`src/rtl/hamming_sec_decoder_assert.svh`:
```
// Assertion macros used by the Hamming decoder RTL.
`ifndef HAMMING_SEC_DECODER_ASSERT_SVH
`define HAMMING_SEC_DECODER_ASSERT_SVH

`ifndef SYNTH

// Checks that a condition holds at every clock edge outside reset.
`define HSD_ASSERT_ALWAYS(label, expr) \
    label: assert property (@(posedge clk) disable iff (!rst_n) (expr)) \
        else $error("assertion failed");

// Checks that a condition implies another one in the same cycle.
`define HSD_ASSERT_IMPLIES(label, ante, cons) \
    label: assert property (@(posedge clk) disable iff (!rst_n) (ante) |-> (cons)) \
        else $error("assertion failed");

// Checks that a condition implies another one in the next cycle.
`define HSD_ASSERT_NEXT(label, ante, cons) \
    label: assert property (@(posedge clk) disable iff (!rst_n) (ante) |=> (cons)) \
        else $error("assertion failed");

`else

`define HSD_ASSERT_ALWAYS(label, expr)
`define HSD_ASSERT_IMPLIES(label, ante, cons)
`define HSD_ASSERT_NEXT(label, ante, cons)

`endif

`endif

```
`src/rtl/hsd_pkg.sv`:
```
// Types, constants and helper functions of the Hamming decoder.
package hsd_pkg;

    localparam int CODE_BITS = 71;
    localparam int LOW_BITS  = 64;
    localparam int HIGH_BITS = CODE_BITS - LOW_BITS;
    localparam int DATA_BITS = 64;
    localparam int SYN_BITS  = 7;
    localparam int SIZE_BITS = 3;

    typedef logic [CODE_BITS-1:0] code_t;
    typedef logic [SYN_BITS-1:0]  syn_t;
    typedef logic [SIZE_BITS-1:0] size_t;

    typedef struct packed {
        logic [DATA_BITS-1:0] data;
        syn_t                 syndrome;
        logic                 corrected;
        logic                 out_of_range;
    } result_t;

    // Codeword length for each size select; the unused code acts as the largest size.
    localparam syn_t LEN_TABLE [2**SIZE_BITS] = '{
        7'd12, 7'd17, 7'd21, 7'd29, 7'd38, 7'd54, 7'd71, 7'd71
    };

    function automatic bit is_pow2(input int pos);
        return (pos != 0) && ((pos & (pos - 1)) == 0);
    endfunction

    // Data bit index that the code bit at a given 1-based position lands in.
    function automatic int data_slot(input int pos);
        int n;
        n = 0;
        for (int q = 1; q < pos; q++)
        begin
            if (!is_pow2(q))
            begin
                n++;
            end
        end
        return n;
    endfunction

endpackage

```
`src/rtl/hsd_correct.sv`:
```
// Syndrome, single-bit correction and data extraction of one masked codeword.
module hsd_correct (
    input  hsd_pkg::code_t   code,
    input  hsd_pkg::syn_t    code_len,
    output hsd_pkg::result_t result
);

    hsd_pkg::syn_t  syn;
    hsd_pkg::code_t flip_mask;
    hsd_pkg::code_t fixed;
    logic           in_range;
    logic           flip_en;
    logic [hsd_pkg::DATA_BITS-1:0] data;

    // Each set bit contributes its 1-based position to the syndrome.
    always_comb
    begin
        syn = '0;
        for (int i = 0; i < hsd_pkg::CODE_BITS; i++)
        begin
            if (code[i])
            begin
                syn = syn ^ hsd_pkg::SYN_BITS'(i + 1);
            end
        end
    end

    assign in_range  = (syn <= code_len);
    assign flip_en   = (syn != '0) && in_range;
    assign flip_mask = flip_en ? (hsd_pkg::code_t'(1) << (syn - hsd_pkg::syn_t'(1))) : '0;
    assign fixed     = code ^ flip_mask;

    // Data bits occupy every position that is not a power of two.
    for (genvar p = 1; p <= hsd_pkg::CODE_BITS; p++)
    begin : g_extract
        if (!hsd_pkg::is_pow2(p))
        begin : g_data
            assign data[hsd_pkg::data_slot(p)] = fixed[p-1];
        end
    end

    assign result.data         = data;
    assign result.syndrome     = syn;
    assign result.corrected    = flip_en;
    assign result.out_of_range = (syn != '0) && !in_range;

endmodule

```
`src/rtl/hamming_sec_decoder.sv`:
```
// Top level of the Hamming single-error-correcting decoder.
//
// Channel     Direction  Handshake                 Payload
// command     in         start, busy               code_low, code_high
// result      out        done (one-cycle strobe)   data_out, syndrome, corrected,
//                                                  syndrome_out_of_range
// config      in         cfg_valid, cfg_ready      cfg_data (size select)
//
// A codeword is taken in every cycle in which start is high; busy never rises.
// Each codeword is held in the input register, where the decode logic works on
// it, and then in the result register. Done rises at the clock edge after the
// transfer edge, together with the result. The rate, one codeword per cycle,
// is set by the single decode stage, which is fed afresh in every cycle. The
// result is shown for one cycle only, since the receiver has no way to stall
// it. Reset clears the size select to the smallest codeword and drops all
// pending strobes.
module hamming_sec_decoder (
    input  logic                            clk,
    input  logic                            rst_n,
    input  logic                            start,
    output logic                            busy,
    input  logic [hsd_pkg::LOW_BITS-1:0]    code_low,
    input  logic [hsd_pkg::HIGH_BITS-1:0]   code_high,
    input  logic                            cfg_valid,
    output logic                            cfg_ready,
    input  logic [hsd_pkg::SIZE_BITS-1:0]   cfg_data,
    output logic                            done,
    output logic [hsd_pkg::DATA_BITS-1:0]   data_out,
    output logic [hsd_pkg::SYN_BITS-1:0]    syndrome,
    output logic                            corrected,
    output logic                            syndrome_out_of_range
);

`include "hamming_sec_decoder_assert.svh"

    hsd_pkg::size_t   size_reg;
    hsd_pkg::syn_t    cur_len;
    hsd_pkg::code_t   code_mask;
    hsd_pkg::code_t   code_in;
    hsd_pkg::code_t   code_reg;
    hsd_pkg::syn_t    len_reg;
    logic             stage_valid_reg;
    hsd_pkg::result_t decode;
    hsd_pkg::result_t result_reg;
    logic             done_reg;

    // The decoder never stalls and always takes a configuration write.
    assign busy      = 1'b0;
    assign cfg_ready = 1'b1;

    always_ff @(posedge clk or negedge rst_n)
    begin
        if (!rst_n)
        begin
            size_reg <= '0;
        end
        else if (cfg_valid && cfg_ready)
        begin
            size_reg <= cfg_data;
        end
    end

    // Code bits past the configured length are zeroed on capture, so the
    // decode stage sees only the live codeword.
    assign cur_len = hsd_pkg::LEN_TABLE[size_reg];

    always_comb
    begin
        for (int i = 0; i < hsd_pkg::CODE_BITS; i++)
        begin
            code_mask[i] = (hsd_pkg::SYN_BITS'(i) < cur_len);
        end
    end

    assign code_in = {code_high, code_low} & code_mask;

    // Input register stage.
    always_ff @(posedge clk or negedge rst_n)
    begin
        if (!rst_n)
        begin
            stage_valid_reg <= 1'b0;
        end
        else
        begin
            stage_valid_reg <= start && !busy;
        end
    end

    always_ff @(posedge clk)
    begin
        if (start && !busy)
        begin
            code_reg <= code_in;
            len_reg  <= cur_len;
        end
    end

    hsd_correct u_correct (
        .code     (code_reg),
        .code_len (len_reg),
        .result   (decode)
    );

    // Result register stage: the strobe lasts one cycle per codeword.
    always_ff @(posedge clk or negedge rst_n)
    begin
        if (!rst_n)
        begin
            done_reg <= 1'b0;
        end
        else
        begin
            done_reg <= stage_valid_reg;
        end
    end

    always_ff @(posedge clk)
    begin
        if (stage_valid_reg)
        begin
            result_reg <= decode;
        end
    end

    assign done                  = done_reg;
    assign data_out              = result_reg.data;
    assign syndrome              = result_reg.syndrome;
    assign corrected             = result_reg.corrected;
    assign syndrome_out_of_range = result_reg.out_of_range;

    // A captured codeword always yields exactly one result in the next cycle.
    `HSD_ASSERT_NEXT(a_stage_to_done, stage_valid_reg, done_reg)
    // A result strobe is never shown without a codeword in the decode stage before it.
    `HSD_ASSERT_NEXT(a_no_stray_done, !stage_valid_reg, !done_reg)
    // A correction and an out-of-range syndrome exclude each other.
    `HSD_ASSERT_IMPLIES(a_flag_exclusive, done_reg, !(corrected && syndrome_out_of_range))
    // Either flag needs a nonzero syndrome.
    `HSD_ASSERT_IMPLIES(a_flag_needs_syn, done_reg && (corrected || syndrome_out_of_range),
        syndrome != '0)

endmodule

```
`config.mk`:
```
export PLATFORM = sky130hd
export DESIGN_NAME = hamming_sec_decoder
export DESIGN_NICKNAME = d
export VERILOG_FILES = /design/src/rtl/hsd_pkg.sv /design/src/rtl/hsd_correct.sv /design/src/rtl/hamming_sec_decoder.sv
export VERILOG_INCLUDE_DIRS = /design/src /design/src/rtl
export SDC_FILE = /design/constraint.sdc
export NUM_CORES = 1
export LEC_CHECK = 0
export ABC_AREA = 1
export BUFFER_PORTS_ARGS = -buffer_cell sky130_fd_sc_hd__buf_2
export CAP_MARGIN = 25
export CORE_MARGIN = 4
export CORE_UTILIZATION = 63
export CTS_CLUSTER_DIAMETER = 100
export DETAILED_ROUTE_END_ITERATION = 7
export PLACE_DENSITY = 0.87
export SLEW_MARGIN = 0
export SYNTH_ARGS = -nofsm -noshare
export SYNTH_HDL_FRONTEND = slang
export SYNTH_SLANG_ARGS = --single-unit
```
`constraint.sdc`:
```
create_clock -name clk -period 5 [get_ports clk]
set_input_delay 0.5 -clock clk [delete_from_list [all_inputs] [get_ports clk]]
set_output_delay 0.5 -clock clk [all_outputs]
set_load 0.1 [all_outputs]
```
==> out/results.txt, run 1 <==
Status - complete, no violations
Nets - 1608
Synth Area in Adders - 0.00721
Core Rows - 46
Final hold slack - 0.275 ns
Period Utilization, post-route - 0.851
DIE AREA - 18700 um2
Routed len/inst - 18.9 um
Antenna diodes - 0
Clock root cell - clkbuf_16
Met1 usage - 0.483
DIE WIDTH - 137 um
CP max FO - 29
Initial Util - 0.649
Worst hold path type - in -> reg
Worst Setup End Kind - flip-flop
DR iter-0 viols - 1155
Setup CP Type - reg -> reg
Total of max-cap violations - 0
DPL Wire Length - 25500 um
Max Clk Rate - 235 MHz
Synth cell count leaders - nand2_1, inv_1, edfxtp_1
Routed Antenna Nets - 0
Top cell type's share of synthesized area - 0.435
Cell Area, Synth - 10400 um2
Ys async rst share - 0.0321
Simple-gate share of the synthesized area - 0.358
Switching Fraction - 0.456
Final Skew - 0.0110 ns
Peak VDD IR - 485 uV
Final Hold Fails - 0
First-pass GRT wire length - 49500 um
Synthesis-to-finish area growth - 14.1%
Htree depth - 4
Sequential share of the synthesized area - 0.447
CTS tree - yes
Comb power frac - 0.429
Worst EP required - 5.18 ns
Switching Power - 2.53 mW
Fillers - 1208
Slew Limit Fails - 0
EDFF count, synth - 151
Yosys cell types - 39
Total global-route track usage - 0.360
Vias - 9700
Post-synthesis xor/xnor area fraction - 0.0738
Core footprint - 16100 um2
Worst setup SP type - flip-flop
# DRC - 0
Synth Register Bits - 156
Clock transition at the registers of the reported paths - 0.06 ns
Synthesized Nets - 1475
TritonCTS Sinks - 156
Io pins - 154
WP data arrival - 4.44 ns
Grt total ovfl - 0
Fin crit period - 4.25 ns
Top cells by area, synth - edfxtp_1, nand2_1, inv_1
Maximum clock insertion buffer count - 2
GR Layer Usage met2 - 0.576
Share of power burned in registers - 0.312
Synth Instances - 1391
Yosys warning total - 0
Max FFs per register - 71
Post-synthesis mux area share - 0
Routed wire length - 33100 um
Clock power share - 0.259
Slew headroom - 0.316
Synth Area in Compound Gates - 0.00889
Area leader, netlist - edfxtp_1
Initial antenna violation count - 0
IO Port Bufs - 151
Cell internal pwr - 3.01 mW
Final setup violation count - 0
Grt met3 use - 0.0673
Vias in the first global route - 9010
Power Density - 466 nW/um2
Drt pass-1 iters - 8
Worst-Skew Late Latency - 0.43 ns
Leak - 6.16 nW
Post-route setup TNS - 0 ns
CTS buffer count - 17
Gpl congestion - 1.00
Worst slew pin tran - 1.03 ns
Gr busiest metal - met2
Pin count of the biggest net entering global routing - 80
Top-count cell post-synth - nand2_1
Mean Syn Cell Area - 7.49 um2
RSZ-0062 raised after global routing - no
Share of cells above drive strength 1 - 0.175
Top FF cell, synth - edfxtp_1
Routed vias/inst - 5.53
Die H - 137 um
Largest family of logic cells by synthesized area - simple AND/OR/NAND/NOR gates
==> layout by cell type (no fill, tap or decap), types with 13 or more instances in the layout <==
cell type,Yosys,routed
inv_1,168,168
buf_2,17,150
nand2_2,15,15
nor2_1,139,139
nand2_1,538,538
xor2_1,50,50
nand3b_1,14,14
xnor2_1,34,34
edfxtp_1,151,151
nand4_1,13,13
clkbuf_16,0,17
nand3_1,120,120
inv_2,39,39
==> cell type report <==
type | instances | area [um2] | area share
Timing Repair Buffer | 159 | 841 | 0.0707
Inverter | 210 | 793 | 0.0667
Sequential cell | 156 | 4660 | 0.392
Multi-Input combinational cell | 980 | 4680 | 0.393
Clock inverter | 10 | 190 | 0.0160
Tap cell | 216 | 270 | 0.0227
Clock buffer | 22 | 454 | 0.0382
==> worst max-delay path, stage by stage (launching register included) <==
cell	delay [ns]
edfxtp_1	0.71
xnor2_1	0.19
nand2_1	0.13
nand2_1	0.11
nand2_1	0.11
nand2_1	0.09
nand3_1	0.07
nand2_1	0.11
inv_1	0.05
nand3_1	0.12
nand2_4	0.12
inv_1	0.24
ha_1	0.30
a21oi_1	0.16
nor2_1	0.06
a211oi_1	0.18
nand2_1	0.08
nand2_1	0.11
nand2_2	0.12
nor2_4	0.30
buf_4	0.37
nand2_1	0.13
nand2_1	0.09
nand2_1	0.05
==> power groups by stage <==
stage	logic [mW]	registers, mW	clock network, mW
finish	2.38	1.73	1.43
CTS	2.33	1.72	1.43
global placement	2.27	1.74	0
global route	2.55	1.73	1.49
floorplan	1.36	2.19	0
detailed placement	2.31	1.75	0
==> what timing repair did <==
action,4_1_cts,5_1_grt
setup buffers,0,0
hold endpoints to repair,5,0
resized for setup,0,0
hold buffers,1,0
==> metrics by stage <==
step                      utilization  setup WS (ns)  power [mW]  instances  area [um2]
after floorplan                     -           1.81        3.56       1391       10400
after global placement          0.698          0.996        4.02       1719       11200
after detailed placement        0.698          0.894        4.05       1719       11200
after CTS                       0.738          0.852        5.48       1752       11900
after global routing            0.740          0.427        5.77       1753       11900
final                           0.740          0.746        5.54       1753       11900
==> metal layers <==
layer	share of wire	routed length, um
met1	0.39	13000
met2	0.46	15200
met3	0.10	3430
met4	0.046	1520
met5	0	0
==> logic make-up after synthesis <==
| family | after synthesis |
|---|---|
| xor+xnor | 86 |
| other cells | 2 |
| simple gates | 869 |
| buf+inv | 255 |
| flops | 156 |
| compound gates | 17 |
| fa+ha+maj | 6 |
==> worst paths after layout <==
kind | startpoint | end | slack [ns] | depth (start not counted)
min in group asynchronous | rst_n | size_reg[2] | 0.41 | 2
hold reg to reg | code_reg[33] | data_out[27] | 0.61 | 2
hold / removal | cfg_data[2] | size_reg[2] | 0.28 | 3
max in group asynchronous | rst_n | stage_valid_reg | 4.44 | 2
setup / recovery | code_reg[28] | data_out[47] | 0.75 | 23
setup reg to reg | code_reg[28] | data_out[47] | 0.75 | 23
(Power assumes the default switching activity.)
==> inputs of run 2 (changes only) <==
Settings changed: ABC_AREA 1 to default, CORE_UTILIZATION 63 to 60, PLACE_DENSITY 0.87 to 0.85.
==> out/results.txt, run 2 <==
Status - complete, no violations (unchanged)
Worst hold path type - in -> reg (unchanged)
Post-route setup TNS - 0 ns (unchanged)
RSZ-0062 raised after global routing - no (unchanged)
Worst setup SP type - flip-flop (unchanged)
Worst Setup End Kind - flip-flop (unchanged)
Grt total ovfl - 0 (unchanged)
Critical R2R Capture - data_out[3] (was data_out[47])
Nets - 854 (was 1608)
Final Skew - 0.0108 ns (was 0.0110 ns)
Mean Syn Cell Area - 13.5 um2 (was 7.49 um2)
Period Utilization, post-route - 0.918 (was 0.851)
Synth Area in Compound Gates - 0.0189 (was 0.00889)
EDFF count, synth - 151 (unchanged)
Hold endpoint - size_reg[2] (unchanged)
Vias in the first global route - 5648 (was 9010)
DPL Wire Length - 15200 um (was 25500 um)
Hold path cells - 3 (unchanged)
Synthesis-to-finish area growth - 18.8% (was 14.1%)
Initial antenna violation count - 0 (unchanged)
Fin crit period - 4.59 ns (was 4.25 ns)
Initial Util - 0.616 (was 0.649)
Routed wire length - 21100 um (was 33100 um)
Clock root cell - clkbuf_16 (unchanged)
Fillers - 929 (was 1208)
Area leader, netlist - edfxtp_1 (unchanged)
Post-CTS resize count - 0 (unchanged)
Total of max-cap violations - 0 (unchanged)
Reg2Reg Setup Slack - 0.41 ns (was 0.75 ns)
Final setup violation count - 0 (unchanged)
Antenna diodes - 0 (unchanged)
Routed vias/inst - 5.67 (was 5.53)
Share of cells above drive strength 1 - 0.266 (was 0.175)
Simple-gate share of the synthesized area - 0.142 (was 0.358)
Yosys warning total - 0 (unchanged)
Synth Instances - 611 (was 1391)
Pin count of the biggest net entering global routing - 47 (was 80)
Register area - 4660 um2 (unchanged)
# DRC - 0 (unchanged)
Yosys cell types - 51 (was 39)
Synthesized Nets - 695 (was 1475)
Post-synthesis xor/xnor area fraction - 0.234 (was 0.0738)
Largest family of logic cells by synthesized area - XOR/XNOR gates (was simple AND/OR/NAND/NOR gates)
Worst-Skew Late Latency - 0.43 ns (about the same)
Core Rows - 42 (was 46)
Setup CP Type - reg -> reg (unchanged)
Origin of the worst min-delay path - cfg_data[2] (unchanged)
DIE WIDTH - 125 um (was 137 um)
Core footprint - 13300 um2 (was 16100 um2)
Vias - 5437 (was 9700)
Max Clk Rate - 218 MHz (was 235 MHz)
Area taken by multi-input logic gates - 3370 um2 (was 4680 um2)
Synth Area in Adders - 0.00913 (was 0.00721)
First-pass GRT wire length - 32400 um (was 49500 um)
Worst reg2reg startpoint - code_reg[57] (was code_reg[28])
Slew headroom - 0.347 (was 0.316)
Htree depth - 4 (unchanged)
Drt pass-1 iters - 5 (was 8)
Top cell type's share of synthesized area - 0.551 (was 0.435)
DIE AREA - 15600 um2 (was 18700 um2)
CTS buffer count - 17 (unchanged)
Top cells by area, synth - edfxtp_1, xnor2_1, xnor3_1 (was edfxtp_1, nand2_1, inv_1)
Routed Antenna Nets - 0 (unchanged)
Post-synthesis mux area share - 0.00487 (was 0)
Most frequent cells in the layout - edfxtp_1, buf_2, xnor2_1 (was nand2_1, inv_1, edfxtp_1)
CTS tree - yes (unchanged)
Die H - 125 um (was 137 um)
Gpl congestion - 0.971 (was 1.00)
Routed len/inst - 22.0 um (was 18.9 um)
DR iter-0 viols - 584 (was 1155)
TritonCTS Sinks - 156 (unchanged)
Clock transition at the registers of the reported paths - 0.06 ns (about the same)
Cells on worst reg2reg path - 16 (was 23)
Sequential share of the synthesized area - 0.567 (was 0.447)
Worst slew pin tran - 0.972 ns (was 1.03 ns)
Synth Register Bits - 156 (unchanged)
Synth cell count leaders - edfxtp_1, xnor2_1, and2_1 (was nand2_1, inv_1, edfxtp_1)
WP data arrival - 4.76 ns (was 4.44 ns)
Final Hold Fails - 0 (unchanged)
Slew Limit Fails - 0 (unchanged)
Ys async rst share - 0.0321 (unchanged)
Total global-route track usage - 0.277 (was 0.360)
Top FF cell, synth - edfxtp_1 (unchanged)
Max FFs per register - 71 (unchanged)
Worst EP required - 5.17 ns (was 5.18 ns)
Maximum clock insertion buffer count - 2 (unchanged)
IO Port Bufs - 151 (unchanged)
Io pins - 154 (unchanged)
CP max FO - 41 (was 29)
Cell Area, Synth - 8220 um2 (was 10400 um2)
Top-count cell post-synth - edfxtp_1 (was nand2_1)
-- run 2: repair_timing --
| item | in CTS | in global routing |
|---|---|---|
| hold endpoints to repair | 5 | 0 |
| setup buffers | 0 | 0 |
| hold buffers | 1 | 0 |
-- run 2: through the flow --
stage | instances | utilization | setup slack [ns] | cell area [um2] | hold slack [ns]
4_1_cts | 958 | 0.732 | 0.477 | 9760 | 0.276
5_1_grt | 959 | 0.732 | 0.173 | 9770 | 0.297
3_5_place_dp | 925 | 0.687 | 0.535 | 9170 | 0.322
3_3_place_gp | 925 | 0.687 | 0.624 | 9170 | 0.315
2_1_floorplan | 611 | - | 1.26 | 8220 | 0.204
6_report | 959 | 0.732 | 0.409 | 9770 | 0.279
-- run 2: per-layer routing --
layer	wire, um	global-route usage
met1	8140	0.346
met2	10500	0.463
met3	1940	0.0780
met4	599	0.105
met5	0	0
-- run 2: how the worst max path moves through the flow --
stage,from,to,cells past startpoint,slack (ns)
2_1_floorplan,code_reg[57],data_out[12],17,1.26
3_3_place_gp,code_reg[57],data_out[9],16,0.62
3_5_place_dp,code_reg[57],data_out[15],16,0.54
4_1_cts,code_reg[57],data_out[15],16,0.48
5_1_grt,code_reg[57],data_out[50],16,0.17
6_report,code_reg[57],data_out[3],16,0.41
-- run 2: layout make-up --
type	count	area share
Multi-Input combinational cell	410	0.345
Timing Repair Buffer	163	0.0868
Clock inverter	12	0.0151
Sequential cell	156	0.477
Clock buffer	20	0.0447
Inverter	22	0.00858
Tap cell	176	0.0225
-- run 2: cells by family after synthesis --
| family | count (synthesis) |
|---|---|
| AO/OA/AOI/OAI | 22 |
| XOR/XNOR | 171 |
| adder cells (fa/ha/maj) | 6 |
| buffers and inverters | 45 |
| flip-flops | 156 |
| multiplexers | 4 |
| other | 2 |
| AND/OR/NAND/NOR | 205 |
-- run 2: critical path, stage by stage (launching register included) --
cell and delay, ns:
edfxtp_1 0.50, xnor3_1 0.45, xnor3_1 0.37, xnor2_1 0.36, xnor3_1 0.50, inv_1 0.28
ha_1 0.30, a21oi_1 0.14, nor2b_1 0.05, o21ai_0 0.14, nand2b_1 0.13, inv_1 0.07
a32oi_1 0.08, o22ai_4 0.15, buf_4 0.39, nand4b_1 0.20, xnor2_1 0.20
Power of run 2 is not shown: default switching activity piles up to over one toggle a cycle in this logic, so the estimate is an artifact.
